### src/hw/rtl/bti_pkg.sv
package bti_pkg;

   localparam int TABLE_DEPTH = 16;
   localparam int DATA_W = 32;
   localparam int FRAC_W = 16;
   localparam int CNT_W = $clog2(TABLE_DEPTH + 1);
   localparam int ADDR_W = $clog2(TABLE_DEPTH);
   localparam int STEP_W = $clog2(FRAC_W);
   localparam int ENTRY_W = 2 * DATA_W;
   localparam int PROD_W = FRAC_W + 1 + DATA_W + 1;

   typedef enum logic [1:0] {
      OP_INSERT = 2'd0,
      OP_STEP   = 2'd1,
      OP_LINEAR = 2'd2,
      OP_UNUSED = 2'd3
   } op_type;

   typedef enum logic [1:0] {
      ST_OK       = 2'd0,
      ST_DUP      = 2'd1,
      ST_FULL     = 2'd2,
      ST_FALLBACK = 2'd3
   } status_type;

   typedef enum logic [1:0] {
      SEL_ZERO     = 2'd0,
      SEL_FALLBACK = 2'd1,
      SEL_PREV     = 2'd2,
      SEL_INTERP   = 2'd3
   } res_sel_type;

   typedef struct packed {
      logic              load_req;
      logic              mem_rd;
      logic [ADDR_W-1:0] rd_addr;
      logic              mem_wr;
      logic [ADDR_W-1:0] wr_addr;
      logic              wr_new;
      logic              take_prev;
      logic              take_next;
      logic              div_init;
      logic              div_step;
      logic              mul;
      logic              add;
      logic              load_rsp;
      res_sel_type       rsp_sel;
      status_type        rsp_status;
      logic              rsp_at_end;
   } cmd_type;

   typedef struct packed {
      op_type op;
      logic   le;
      logic   dup;
   } sts_type;

endpackage

### src/hw/rtl/bti_req_if.sv
interface bti_req_if;
   logic                                 valid;
   logic                                 ready;
   logic [1:0]                           operation;
   logic signed [bti_pkg::DATA_W-1:0]    key_time;
   logic signed [bti_pkg::DATA_W-1:0]    entry_value;
   logic signed [bti_pkg::DATA_W-1:0]    fallback_value;

   modport source (output valid, operation, key_time, entry_value, fallback_value,
                   input ready);
   modport sink (input valid, operation, key_time, entry_value, fallback_value,
                 output ready);
endinterface

### src/hw/rtl/bti_rsp_if.sv
interface bti_rsp_if;
   logic                              valid;
   logic                              ready;
   logic signed [bti_pkg::DATA_W-1:0] result_value;
   logic                              at_end;
   logic [1:0]                        status;

   modport source (output valid, result_value, at_end, status, input ready);
   modport sink (input valid, result_value, at_end, status, output ready);
endinterface

### src/hw/rtl/breakpoint_table_interpolator_unit.sv
// Sorted breakpoint table with step and linear lookup. Each request is an
// insert of a (time, value) pair in Q16.16, or a lookup of a query time, and
// each produces exactly one response. One request is worked on at a time. The
// table sits in a single-port-read memory, so the scan reads each entry at
// or below the key and compares it in a separate state. A step lookup, a
// fallback or a rejected insert ends after the scan and the decision, whether
// the scan runs off the end of the table or stops on a later entry. A
// successful insert then moves every later entry up by one, a read and a
// write each, and then writes the new pair. A linear lookup adds bit-serial
// division for the 16-bit fraction, then a multiply and an add. The next
// request is taken the cycle after the response register is loaded. A new
// request is taken while a finished response still waits in the output
// register, but a second finished response waits in the controller until
// the first is taken.
module breakpoint_table_interpolator_unit (
   input logic     clock,
   input logic     reset,
   bti_req_if.sink   req_chan,
   bti_rsp_if.source rsp_chan
);

   bti_pkg::cmd_type cmd;
   bti_pkg::sts_type sts;

   // The controller sequences scan, shift, divide and response handoff.
   bti_ctrl u_ctrl (
      .clock     (clock),
      .reset     (reset),
      .req_valid (req_chan.valid),
      .req_ready (req_chan.ready),
      .rsp_valid (rsp_chan.valid),
      .rsp_ready (rsp_chan.ready),
      .sts       (sts),
      .cmd       (cmd)
   );

   // The datapath holds the table memory, the neighbor registers, the
   // divider and multiplier, and the response payload register.
   bti_dp u_dp (
      .clock              (clock),
      .cmd                (cmd),
      .req_operation      (req_chan.operation),
      .req_key_time       (req_chan.key_time),
      .req_entry_value    (req_chan.entry_value),
      .req_fallback_value (req_chan.fallback_value),
      .sts                (sts),
      .rsp_result_value   (rsp_chan.result_value),
      .rsp_at_end         (rsp_chan.at_end),
      .rsp_status         (rsp_chan.status)
   );

endmodule

### src/hw/rtl/bti_ctrl.sv
module bti_ctrl (
   input  logic              clock,
   input  logic              reset,
   input  logic              req_valid,
   output logic              req_ready,
   output logic              rsp_valid,
   input  logic              rsp_ready,
   input  bti_pkg::sts_type  sts,
   output bti_pkg::cmd_type  cmd
);

   typedef enum logic [10:0] {
      S_IDLE   = 11'b00000000001,
      S_SCAN   = 11'b00000000010,
      S_CMP    = 11'b00000000100,
      S_DECIDE = 11'b00000001000,
      S_SH_RD  = 11'b00000010000,
      S_SH_WR  = 11'b00000100000,
      S_INS_WR = 11'b00001000000,
      S_DIV    = 11'b00010000000,
      S_MUL    = 11'b00100000000,
      S_ADD    = 11'b01000000000,
      S_DONE   = 11'b10000000000
   } state_type;

   state_type                    state_ff, state_in;
   logic [bti_pkg::CNT_W-1:0]    idx_ff, idx_in;
   logic [bti_pkg::CNT_W-1:0]    count_ff, count_in;
   logic [bti_pkg::CNT_W-1:0]    shift_ff, shift_in;
   logic [bti_pkg::STEP_W-1:0]   step_ff, step_in;
   bti_pkg::status_type          fin_status_ff, fin_status_in;
   bti_pkg::res_sel_type         fin_sel_ff, fin_sel_in;
   logic                         fin_at_end_ff, fin_at_end_in;
   logic                         rsp_valid_ff, rsp_valid_in;
   logic [bti_pkg::CNT_W-1:0]    shift_dec;
   logic                         scan_at_end;

   assign shift_dec = shift_ff - bti_pkg::CNT_W'(1);
   assign scan_at_end = (idx_ff == count_ff) && (count_ff != '0);

   always_comb begin
      state_in = state_ff;
      idx_in = idx_ff;
      count_in = count_ff;
      shift_in = shift_ff;
      step_in = step_ff;
      fin_status_in = fin_status_ff;
      fin_sel_in = fin_sel_ff;
      fin_at_end_in = fin_at_end_ff;
      req_ready = 1'b0;
      cmd = '0;
      cmd.rsp_sel = fin_sel_ff;
      cmd.rsp_status = fin_status_ff;
      cmd.rsp_at_end = fin_at_end_ff;
      case (state_ff)
         S_IDLE: begin
            req_ready = 1'b1;
            if (req_valid) begin
               cmd.load_req = 1'b1;
               idx_in = '0;
               state_in = S_SCAN;
            end
         end
         S_SCAN: begin
            if (idx_ff == count_ff) begin
               state_in = S_DECIDE;
            end else begin
               cmd.mem_rd = 1'b1;
               cmd.rd_addr = idx_ff[bti_pkg::ADDR_W-1:0];
               state_in = S_CMP;
            end
         end
         S_CMP: begin
            if (sts.le) begin
               cmd.take_prev = 1'b1;
               idx_in = idx_ff + bti_pkg::CNT_W'(1);
               state_in = S_SCAN;
            end else begin
               cmd.take_next = 1'b1;
               state_in = S_DECIDE;
            end
         end
         S_DECIDE: begin
            fin_at_end_in = scan_at_end;
            fin_sel_in = bti_pkg::SEL_ZERO;
            fin_status_in = bti_pkg::ST_OK;
            state_in = S_DONE;
            case (sts.op)
               bti_pkg::OP_INSERT: begin
                  if ((idx_ff != '0) && sts.dup) begin
                     fin_status_in = bti_pkg::ST_DUP;
                  end else if (count_ff == bti_pkg::CNT_W'(bti_pkg::TABLE_DEPTH)) begin
                     fin_status_in = bti_pkg::ST_FULL;
                  end else begin
                     // The new entry becomes the last one exactly when it lands at the end.
                     fin_at_end_in = (idx_ff == count_ff);
                     shift_in = count_ff;
                     state_in = (count_ff == idx_ff) ? S_INS_WR : S_SH_RD;
                  end
               end
               bti_pkg::OP_STEP, bti_pkg::OP_LINEAR: begin
                  if (idx_ff == '0) begin
                     fin_sel_in = bti_pkg::SEL_FALLBACK;
                     fin_status_in = bti_pkg::ST_FALLBACK;
                  end else if ((sts.op == bti_pkg::OP_STEP) || (idx_ff == count_ff)) begin
                     fin_sel_in = bti_pkg::SEL_PREV;
                  end else begin
                     fin_sel_in = bti_pkg::SEL_INTERP;
                     cmd.div_init = 1'b1;
                     step_in = '0;
                     state_in = S_DIV;
                  end
               end
               default: begin
                  fin_sel_in = bti_pkg::SEL_ZERO;
               end
            endcase
         end
         S_SH_RD: begin
            cmd.mem_rd = 1'b1;
            cmd.rd_addr = shift_dec[bti_pkg::ADDR_W-1:0];
            state_in = S_SH_WR;
         end
         S_SH_WR: begin
            cmd.mem_wr = 1'b1;
            cmd.wr_addr = shift_ff[bti_pkg::ADDR_W-1:0];
            shift_in = shift_dec;
            state_in = (shift_dec == idx_ff) ? S_INS_WR : S_SH_RD;
         end
         S_INS_WR: begin
            cmd.mem_wr = 1'b1;
            cmd.wr_new = 1'b1;
            cmd.wr_addr = idx_ff[bti_pkg::ADDR_W-1:0];
            count_in = count_ff + bti_pkg::CNT_W'(1);
            state_in = S_DONE;
         end
         S_DIV: begin
            cmd.div_step = 1'b1;
            step_in = step_ff + bti_pkg::STEP_W'(1);
            if (step_ff == bti_pkg::STEP_W'(bti_pkg::FRAC_W - 1)) begin
               state_in = S_MUL;
            end
         end
         S_MUL: begin
            cmd.mul = 1'b1;
            state_in = S_ADD;
         end
         S_ADD: begin
            cmd.add = 1'b1;
            state_in = S_DONE;
         end
         S_DONE: begin
            if (!rsp_valid_ff || rsp_ready) begin
               cmd.load_rsp = 1'b1;
               state_in = S_IDLE;
            end
         end
         default: begin
            state_in = S_IDLE;
         end
      endcase
   end

   always_comb begin
      if (cmd.load_rsp) begin
         rsp_valid_in = 1'b1;
      end else if (rsp_ready) begin
         rsp_valid_in = 1'b0;
      end else begin
         rsp_valid_in = rsp_valid_ff;
      end
   end

   assign rsp_valid = rsp_valid_ff;

   always_ff @(posedge clock) begin
      if (reset) begin
         state_ff <= S_IDLE;
         count_ff <= '0;
         rsp_valid_ff <= 1'b0;
      end else begin
         state_ff <= state_in;
         count_ff <= count_in;
         rsp_valid_ff <= rsp_valid_in;
      end
      idx_ff <= idx_in;
      shift_ff <= shift_in;
      step_ff <= step_in;
      fin_status_ff <= fin_status_in;
      fin_sel_ff <= fin_sel_in;
      fin_at_end_ff <= fin_at_end_in;
   end

   a_count_bound: assert property (@(posedge clock) disable iff (reset)
      count_ff <= bti_pkg::CNT_W'(bti_pkg::TABLE_DEPTH))
      else $error("entry count exceeds table depth");

   a_accept_scan: assert property (@(posedge clock) disable iff (reset)
      (req_valid && req_ready) |=> (state_ff == S_SCAN))
      else $error("accepted request did not start a scan");

   a_ins_room: assert property (@(posedge clock) disable iff (reset)
      (state_ff == S_INS_WR) |-> (count_ff < bti_pkg::CNT_W'(bti_pkg::TABLE_DEPTH)))
      else $error("insert into a full table");

   a_shift_above: assert property (@(posedge clock) disable iff (reset)
      (state_ff == S_SH_WR) |-> (shift_ff > idx_ff))
      else $error("shift moved an entry below the insert position");

endmodule

### src/hw/rtl/bti_dp.sv
module bti_dp (
   input  logic                              clock,
   input  bti_pkg::cmd_type                  cmd,
   input  logic [1:0]                        req_operation,
   input  logic signed [bti_pkg::DATA_W-1:0] req_key_time,
   input  logic signed [bti_pkg::DATA_W-1:0] req_entry_value,
   input  logic signed [bti_pkg::DATA_W-1:0] req_fallback_value,
   output bti_pkg::sts_type                  sts,
   output logic signed [bti_pkg::DATA_W-1:0] rsp_result_value,
   output logic                              rsp_at_end,
   output logic [1:0]                        rsp_status
);

   logic [bti_pkg::ENTRY_W-1:0]        mem [bti_pkg::TABLE_DEPTH];
   logic [bti_pkg::ENTRY_W-1:0]        rd_ff;
   logic [1:0]                         op_ff;
   logic signed [bti_pkg::DATA_W-1:0]  key_ff, val_ff, fb_ff;
   logic signed [bti_pkg::DATA_W-1:0]  prev_t_ff, prev_v_ff, next_t_ff, next_v_ff;
   logic [bti_pkg::DATA_W-1:0]         rem_ff, den_ff;
   logic [bti_pkg::FRAC_W-1:0]         quot_ff;
   logic signed [bti_pkg::PROD_W-1:0]  prod_ff;
   logic signed [bti_pkg::DATA_W-1:0]  sum_ff;
   logic signed [bti_pkg::DATA_W-1:0]  rsp_value_ff, rsp_value_in;
   logic                               rsp_at_end_ff;
   logic [1:0]                         rsp_status_ff;
   logic [bti_pkg::DATA_W:0]           rem_dbl, rem_sub;
   logic signed [bti_pkg::DATA_W:0]    val_diff;
   logic signed [bti_pkg::FRAC_W:0]    frac_s;
   logic signed [bti_pkg::DATA_W-1:0]  rd_time;

   assign rd_time = rd_ff[bti_pkg::ENTRY_W-1:bti_pkg::DATA_W];
   assign sts.op = bti_pkg::op_type'(op_ff);
   assign sts.le = (rd_time <= key_ff);
   assign sts.dup = (prev_t_ff == key_ff);

   // Restoring division: the remainder stays below the divisor at every step.
   assign rem_dbl = {rem_ff, 1'b0};
   assign rem_sub = rem_dbl - {1'b0, den_ff};
   assign val_diff = {next_v_ff[bti_pkg::DATA_W-1], next_v_ff}
                   - {prev_v_ff[bti_pkg::DATA_W-1], prev_v_ff};
   assign frac_s = {1'b0, quot_ff};

   always_comb begin
      case (cmd.rsp_sel)
         bti_pkg::SEL_FALLBACK: rsp_value_in = fb_ff;
         bti_pkg::SEL_PREV:     rsp_value_in = prev_v_ff;
         bti_pkg::SEL_INTERP:   rsp_value_in = sum_ff;
         default:               rsp_value_in = '0;
      endcase
   end

   always_ff @(posedge clock) begin
      if (cmd.mem_rd) begin
         rd_ff <= mem[cmd.rd_addr];
      end
      if (cmd.mem_wr) begin
         mem[cmd.wr_addr] <= cmd.wr_new ? {key_ff, val_ff} : rd_ff;
      end
   end

   always_ff @(posedge clock) begin
      if (cmd.load_req) begin
         op_ff <= req_operation;
         key_ff <= req_key_time;
         val_ff <= req_entry_value;
         fb_ff <= req_fallback_value;
      end
      if (cmd.take_prev) begin
         prev_t_ff <= rd_time;
         prev_v_ff <= rd_ff[bti_pkg::DATA_W-1:0];
      end
      if (cmd.take_next) begin
         next_t_ff <= rd_time;
         next_v_ff <= rd_ff[bti_pkg::DATA_W-1:0];
      end
      if (cmd.div_init) begin
         rem_ff <= key_ff - prev_t_ff;
         den_ff <= next_t_ff - prev_t_ff;
         quot_ff <= '0;
      end else if (cmd.div_step) begin
         if (!rem_sub[bti_pkg::DATA_W]) begin
            rem_ff <= rem_sub[bti_pkg::DATA_W-1:0];
            quot_ff <= {quot_ff[bti_pkg::FRAC_W-2:0], 1'b1};
         end else begin
            rem_ff <= rem_dbl[bti_pkg::DATA_W-1:0];
            quot_ff <= {quot_ff[bti_pkg::FRAC_W-2:0], 1'b0};
         end
      end
      if (cmd.mul) begin
         prod_ff <= frac_s * val_diff;
      end
      if (cmd.add) begin
         sum_ff <= prev_v_ff
                 + prod_ff[bti_pkg::DATA_W+bti_pkg::FRAC_W-1:bti_pkg::FRAC_W];
      end
      if (cmd.load_rsp) begin
         rsp_value_ff <= rsp_value_in;
         rsp_at_end_ff <= cmd.rsp_at_end;
         rsp_status_ff <= cmd.rsp_status;
      end
   end

   assign rsp_result_value = rsp_value_ff;
   assign rsp_at_end = rsp_at_end_ff;
   assign rsp_status = rsp_status_ff;

endmodule

### src/flat_wrapper.sv
// flat-port wrapper written by rule: the top's interface ports become plain ports
module breakpoint_table_interpolator_unit_flat 
  (clock, reset, req_chan_valid, req_chan_operation, req_chan_key_time, req_chan_entry_value, req_chan_fallback_value, req_chan_ready, rsp_chan_valid, rsp_chan_result_value, rsp_chan_at_end, rsp_chan_status, rsp_chan_ready);
  bti_req_if req_chan_i ();
  bti_rsp_if rsp_chan_i ();
  input logic clock;
  input logic reset;
  input wire logic [$bits(req_chan_i.valid)-1:0] req_chan_valid;
  input wire logic [$bits(req_chan_i.operation)-1:0] req_chan_operation;
  input wire logic [$bits(req_chan_i.key_time)-1:0] req_chan_key_time;
  input wire logic [$bits(req_chan_i.entry_value)-1:0] req_chan_entry_value;
  input wire logic [$bits(req_chan_i.fallback_value)-1:0] req_chan_fallback_value;
  output wire logic [$bits(req_chan_i.ready)-1:0] req_chan_ready;
  output wire logic [$bits(rsp_chan_i.valid)-1:0] rsp_chan_valid;
  output wire logic [$bits(rsp_chan_i.result_value)-1:0] rsp_chan_result_value;
  output wire logic [$bits(rsp_chan_i.at_end)-1:0] rsp_chan_at_end;
  output wire logic [$bits(rsp_chan_i.status)-1:0] rsp_chan_status;
  input wire logic [$bits(rsp_chan_i.ready)-1:0] rsp_chan_ready;
  assign req_chan_i.valid = req_chan_valid;
  assign req_chan_i.operation = req_chan_operation;
  assign req_chan_i.key_time = req_chan_key_time;
  assign req_chan_i.entry_value = req_chan_entry_value;
  assign req_chan_i.fallback_value = req_chan_fallback_value;
  assign req_chan_ready = req_chan_i.ready;
  assign rsp_chan_valid = rsp_chan_i.valid;
  assign rsp_chan_result_value = rsp_chan_i.result_value;
  assign rsp_chan_at_end = rsp_chan_i.at_end;
  assign rsp_chan_status = rsp_chan_i.status;
  assign rsp_chan_i.ready = rsp_chan_ready;
  breakpoint_table_interpolator_unit u_core (.clock(clock), .reset(reset), .req_chan(req_chan_i), .rsp_chan(rsp_chan_i));
endmodule
### config.mk
export PLATFORM = sky130hd
export DESIGN_NAME = breakpoint_table_interpolator_unit_flat
export DESIGN_NICKNAME = d
export VERILOG_FILES = /design/src/hw/rtl/bti_pkg.sv /design/src/hw/rtl/bti_req_if.sv /design/src/hw/rtl/bti_rsp_if.sv /design/src/hw/rtl/breakpoint_table_interpolator_unit.sv /design/src/hw/rtl/bti_ctrl.sv /design/src/hw/rtl/bti_dp.sv /design/src/flat_wrapper.sv
export SDC_FILE = /design/constraint.sdc
export NUM_CORES = 2
export LEC_CHECK = 0
export BUFFER_PORTS_ARGS = -buffer_cell sky130_fd_sc_hd__buf_4
export CORE_MARGIN = 2
export CORE_UTILIZATION = 55
export DETAILED_ROUTE_END_ITERATION = 6
export PLACE_DENSITY_LB_ADDON = 0.2
export SYNTH_ARGS = -nofsm -noshare
export SYNTH_HDL_FRONTEND = slang
export SYNTH_SLANG_ARGS = --single-unit
### constraint.sdc
create_clock -name clock -period 10.75 [get_ports clock]
set_input_delay 2.15 -clock clock [delete_from_list [all_inputs] [get_ports clock]]
set_output_delay 2.15 -clock clock [all_outputs]
set_load 0.005 [all_outputs]
=== Yosys cells after proc, flatten, opt, wreduce, memory -nomap -nowiden ===
Memories as Yosys holds them, arrays and structs flattened. A register that Yosys moved wholly into a read port is not among the register bits.
Cells that the tools add are included.

* Reduce and logical (&&, ||, !) cells: 21
* Bitwise gates (word level): 1
* Order comparisons: 1
* $add $sub $neg: 9
* Equality and inequality tests: 32
* Muxes and demuxes: 62
* $mul: 1

{| class="wikitable"
|+ Operators by type and width
! operator !! count
|-
| 11-bit one-hot mux with 10 select lines || 1
|-
| 32-bit two-way mux || 3
|-
| 32-bit one-hot mux with 3 select lines || 1
|-
| 11-bit two-way mux || 7
|-
| 64-bit two-way mux || 1
|-
| 32-bit subtractor || 2
|-
| 17-bit by 33-bit multiplier with 48-bit output || 1
|-
| 5-bit one-hot mux with 2 select lines || 4
|-
| 32-bit by 32-bit subtractor with 33-bit output || 1
|-
| 33-bit by 32-bit subtractor with 33-bit output || 1
|-
| 32-bit adder || 1
|-
| 32-bit == test || 1
|-
| 32-bit less-or-equal comparator || 1
|-
| 5-bit two-way mux || 6
|-
| 1-bit two-way mux || 25
|-
| 11-bit one-hot mux with 2 select lines || 1
|-
| 4-bit two-way mux || 5
|-
| 2-bit inequality test, second input constant || 8
|-
| 5-bit == test || 3
|-
| 7-bit two-way mux || 2
|-
| 11-bit by 1-bit == test with 1-bit output, second input constant || 1
|-
| 11-bit by 10-bit == test with 1-bit output, second input constant || 1
|-
| 11-bit == test, second input constant || 1
|-
| 11-bit by 2-bit == test with 1-bit output, second input constant || 1
|-
| 29 further kinds || 48
|}

* Memories: 1
* Output and inout bits: 37
* Register bits: 457
* Word-level logic and storage cells: 154
* Memory bits (writable): 1,024

{| class="wikitable"
|+ Memory list
! memory !! words !! width !! read ports !! clocked after memory_dff !! wr ports !! line !! text
|-
| u_core.u_dp.mem || 16 || 64 || 1 || 1 || 1 || bti_dp.sv:14 || <nowiki>logic [bti_pkg::ENTRY_W-1:0] mem [bti_pkg::TABLE_DEPTH];</nowiki>
|}

=== Depth between registers and ports, before layout ===
* Word-level depth: 7
* Depth in mapped cells: 34
* Gate-level depth less buffers: 33

=== By module ===
A second synthesis with hierarchy kept.

* Cells, all modules: 5,656
* Area total of the unflattened synthesis: 82,759.4 um^2

{| class="wikitable"
|+ Modules (own cells, without submodules)
! module !! instances !! area an instance (um^2) !! seq. area each (um^2) !! cells an instance
|-
| bti_dp || 1 || 80,532.2 || 44,672.8 || 5,416
|-
| bti_ctrl || 1 || 2,227.1 || 910.9 || 240
|}

=== Worst setup path before layout ===
OpenSTA, ideal clock, no wires.

* Kind: flip-flop to flip-flop
* Start point: register u_core.u_dp.prev_v_ff[0] (netlist bit)
* End point: register u_core.u_dp.prod_ff[38] (netlist bit) (data pin)
* Arrival: 8.182 ns
* Path buffers: 1
* Stages on the path, launching flop included: 33
* Setup time: 0.180 ns
* Path slack: 2.388 ns
* Data required time: 10.570 ns
* Cells stage by stage: edfxtp_1 > ha_1 > fa_1 > nand2b_1 > a21boi_1 > o21a_1 > a21o_1 > o211ai_1 > a21boi_0 > o21a_1 > clkbuf_1 > nor4_1 > a311o_1 > fa_1 > inv_1 > fa_1 > fa_1 > inv_1 > fa_1 > fa_1 > inv_1 > fa_1 > inv_1 > ha_1 > a21oi_1 > o21ai_0 > or3_1 > or4_1 > nand3b_1 > a21oi_1 > o31a_1 > or4_1 > o311ai_1

* Longest elaborated chain between the ends: 2

{| class="wikitable"
|+ Ends and longest elaborated chain
! element !! line !! text
|-
| start, declared || bti_dp.sv:18 || <nowiki>logic signed [bti_pkg::DATA_W-1:0] prev_t_ff, prev_v_ff, next_t_ff, next_v_ff;</nowiki>
|-
| start signal, assigned || bti_dp.sv:70 || <nowiki>prev_v_ff <= rd_ff[bti_pkg::DATA_W-1:0];</nowiki>
|-
| 32-bit by 32-bit subtractor with 33-bit output || bti_dp.sv:40 || <nowiki>- {prev_v_ff[bti_pkg::DATA_W-1], prev_v_ff};</nowiki>
|-
| 17-bit by 33-bit multiplier with 48-bit output || bti_dp.sv:90 || <nowiki>prod_ff <= frac_s * val_diff;</nowiki>
|-
| end signal, assigned || bti_dp.sv:90 ||
|-
| end, declared || bti_dp.sv:21 || <nowiki>logic signed [bti_pkg::PROD_W-1:0] prod_ff;</nowiki>
|}

Every way passes these cells.
A chain may end at the register's enable or synchronous reset.

=== Worst setup path in the final report ===
* Start point: register u_core.u_dp.prev_v_ff[0] (netlist bit)
* End point: register u_core.u_dp.prod_ff[44] (netlist bit) (data pin)

Same word-level chain as after synthesis.

==> flow_metrics.env <==
export IMPL_status="finished clean"
export IMPL_ys_seq_area_share_pct=52.6
export IMPL_grt_pass1_vias=57000
export IMPL_antenna_found_initial=6
export IMPL_crit_slowest_cell="fa_1"
export IMPL_first_iter_violations=6423
export IMPL_finalHoldViolCount=0
export IMPL_rsz0062_at_grt="false"
export IMPL_yosys_area_share_adder_pct=15.8
export IMPL_min_period_over_period_pct=90.1
export IMPL_fin_setup_tns_ps=0
export IMPL_p_per_area_mw_per_mm2=132
export IMPL_cts_sinks=1529
export IMPL_crit_path_start_kind="flip-flop"
export IMPL_synth_mux_area_share_pct=0.520
export IMPL_layout_min_cycle_time_ps=9690
export IMPL_grt_util_met3_pct=5.03
export IMPL_synth_simple_gate_area_share_pct=12.3
export IMPL_drc=0
export IMPL_syn_cell_area_sq_mm=0.0867
export IMPL_crit_required_ps=11260
export IMPL_ctsResizeCount=0
export IMPL_cts_hold_buf=0
export IMPL_ir_drop_mv=0.148
export IMPL_setup_viol=0
export IMPL_largest_register="u_core.u_dp.mem"
export IMPL_gr_usage_met1_pct=40.1
export IMPL_grt_max_degree=236
export IMPL_mostFrequentLayoutCell="edfxtp_1"
export IMPL_clk_pin_slew_worst_paths_ps=60
export IMPL_critical_path_class="flip-flop to flip-flop"
export IMPL_layout_common_cells="1496 x edfxtp_1, 1120 x nand2_1, 762 x inv_1, 488 x fa_1, 463 x and2_1"
export IMPL_finalWeightedCongestion=0.948
export IMPL_gr_total_overflow=0
export IMPL_top_usage_layer="met2"
export IMPL_drv_slew=0
export IMPL_crit_top_cell="fa_1"
export IMPL_cpPeakStageDelay_ps=560
export IMPL_grt_usage_pct=27.9
export IMPL_yosysWarnings=0
export IMPL_htree_num_levels=4
export IMPL_largest_reg_flops=1024
export IMPL_use_met2_pct=44.1
export IMPL_worstMarginPinSlew_ps=1240
export IMPL_synth_xor_area_share_pct=1.92
export IMPL_crit_buf_inv=6
export IMPL_synthCells=7454
export IMPL_skew_ps=71.5
export IMPL_p_leak_uw=0.0367
export IMPL_reg_largest_list="u_core.u_dp.mem (1024), u_core.u_dp.rd_ff (64)"
export IMPL_synth_seq_cells=1529
export IMPL_worstPathArrival_ps=10200
export IMPL_cts_tree="built"
export IMPL_seq_area_sq_mm=0.0456
export IMPL_synth_top_family_by_area="adder cells"
export IMPL_cap_violations=0
export IMPL_wl_um=225000
export IMPL_synth_nets=8354
export IMPL_initial_core_util_pct=55.4
export IMPL_clockBufferDepth=3
export IMPL_fp_dieH_um=401
export IMPL_post_synth_cell_area_avg_sq_um=11.6
export IMPL_cts_buffers=162
export IMPL_hold_path_depth=2
export IMPL_async_flop_share_pct=0
export IMPL_layout_nets=8374
export IMPL_worstPathMaxFanout=32
export IMPL_row_count=145
export IMPL_utilization_pct=60.9
export IMPL_port_buffers=138
export IMPL_routedWlPerCell_um=23.2
export IMPL_io_pins=139
export IMPL_cp_end_kind="flip-flop"
export IMPL_area_delta_synth_final_pct=9.85
export IMPL_grt_pass1_wl_um=344000
export IMPL_hold_path_class="flip-flop to flip-flop"
export IMPL_ant_nets=0
export IMPL_critPathTopFamily="adder cells"
export IMPL_synth_edf_count=1496
export IMPL_dieArea_sq_mm=0.161
export IMPL_drive_gt1_share_pct=7.78
export IMPL_multi_input_area_sq_mm=0.0367
export IMPL_path_depth=33
export IMPL_vias=58200
export IMPL_fmax_mhz=103
export IMPL_worstRegToRegCells=33
export IMPL_place_hpwl_um=140000
export IMPL_detail_route_vias_per_cell=6.02
export IMPL_postCtsSetupBuffers=0
export IMPL_die_x_um=401
export IMPL_relSlewSlack_pct=17.3
export IMPL_synth_compound_area_share_pct=11.5
export IMPL_drt_first_pass_iters=6
export IMPL_clk_latency_ps=800
export IMPL_core_area_sq_mm=0.156
export IMPL_synthFlopType="edfxtp_1"
export IMPL_yosys_cell_types_count=98
export IMPL_fillCellCount=12200
export IMPL_root_buffer="clkbuf_16"
## cell usage after synthesis, drive strengths merged (116+ instances only)
master,instances,area [sq um]
a31oi,143,895
nor2,207,785
xnor2,131,1150
a311oi,140,1230
a21oi,323,1620
fa,488,9770
a211oi,343,2570
clkbuf,305,1150
buf,116,617
and2,481,3010
nand2,1120,4200
o21ai,183,927
inv,764,2870
edfxtp,1496,44900
ha,310,3880
## kinds of logic after synthesis
family / after synthesis
simple gates: 2243
buf+inv: 1185
fa+ha+maj: 802
compound gates: 1462
flops: 1529
mux: 43
xor+xnor: 190
## routing by layer
| layer | vias up | share of wire [%] | wire length, um |
|---|---|---|---|
| met5 | - | 0.0062 | 14 |
| met4 | 2 | 2.5 | 5590 |
| met3 | 369 | 8.8 | 19800 |
| met2 | 2380 | 46 | 104000 |
| met1 | 29100 | 42 | 95100 |
| li1 | 26300 | - | - |
## stage by stage
stage               hold WS (ps)  worst slack [ps]  area [sq um]  std cells  total power, uW
floorplan                    400              2390         86700       7454             6940
global placement             419              1270         89900       9368             7100
detailed placement           419              1170         89900       9368             7110
CTS                          433              1100         95200       9665            12600
global route                 448               446         95200       9665            12900
finish                       437              1060         95200       9666            12500
## power breakdown
part	switching [uW]	internal, uW
sequential	50.6	6540
clock	2360	3170
combinational	258	137
## worst register-to-register path: cells and delay by family, from the launching register on
kind	cells	cell delay (ps)
buf+inv	6	750
flops	1	420
xor+xnor	1	140
fa+ha+maj	9	3960
compound gates	10	2320
simple gates	7	1820
## final timing paths
check,start,endpoint,slack [ps]
min,u_core.u_dp.quot_ff[14],u_core.u_dp.quot_ff[15],440
max reg2reg,u_core.u_dp.prev_v_ff[0],u_core.u_dp.prod_ff[44],1060
min reg2reg,u_core.u_dp.quot_ff[14],u_core.u_dp.quot_ff[15],440
max,u_core.u_dp.prev_v_ff[0],u_core.u_dp.prod_ff[44],1060
## area by class of cell
class	count	share of cell area (%)
Sequential cell	1529	47.9
Multi-Input combinational cell	4740	38.6
Clock buffer	206	4.56
Inverter	764	3.02
Tap cell	2058	2.71
Timing Repair Buffer	277	2.25
Clock inverter	91	1.01
Antenna cell	1	0.00263
(Power assumes the default switching activity.)
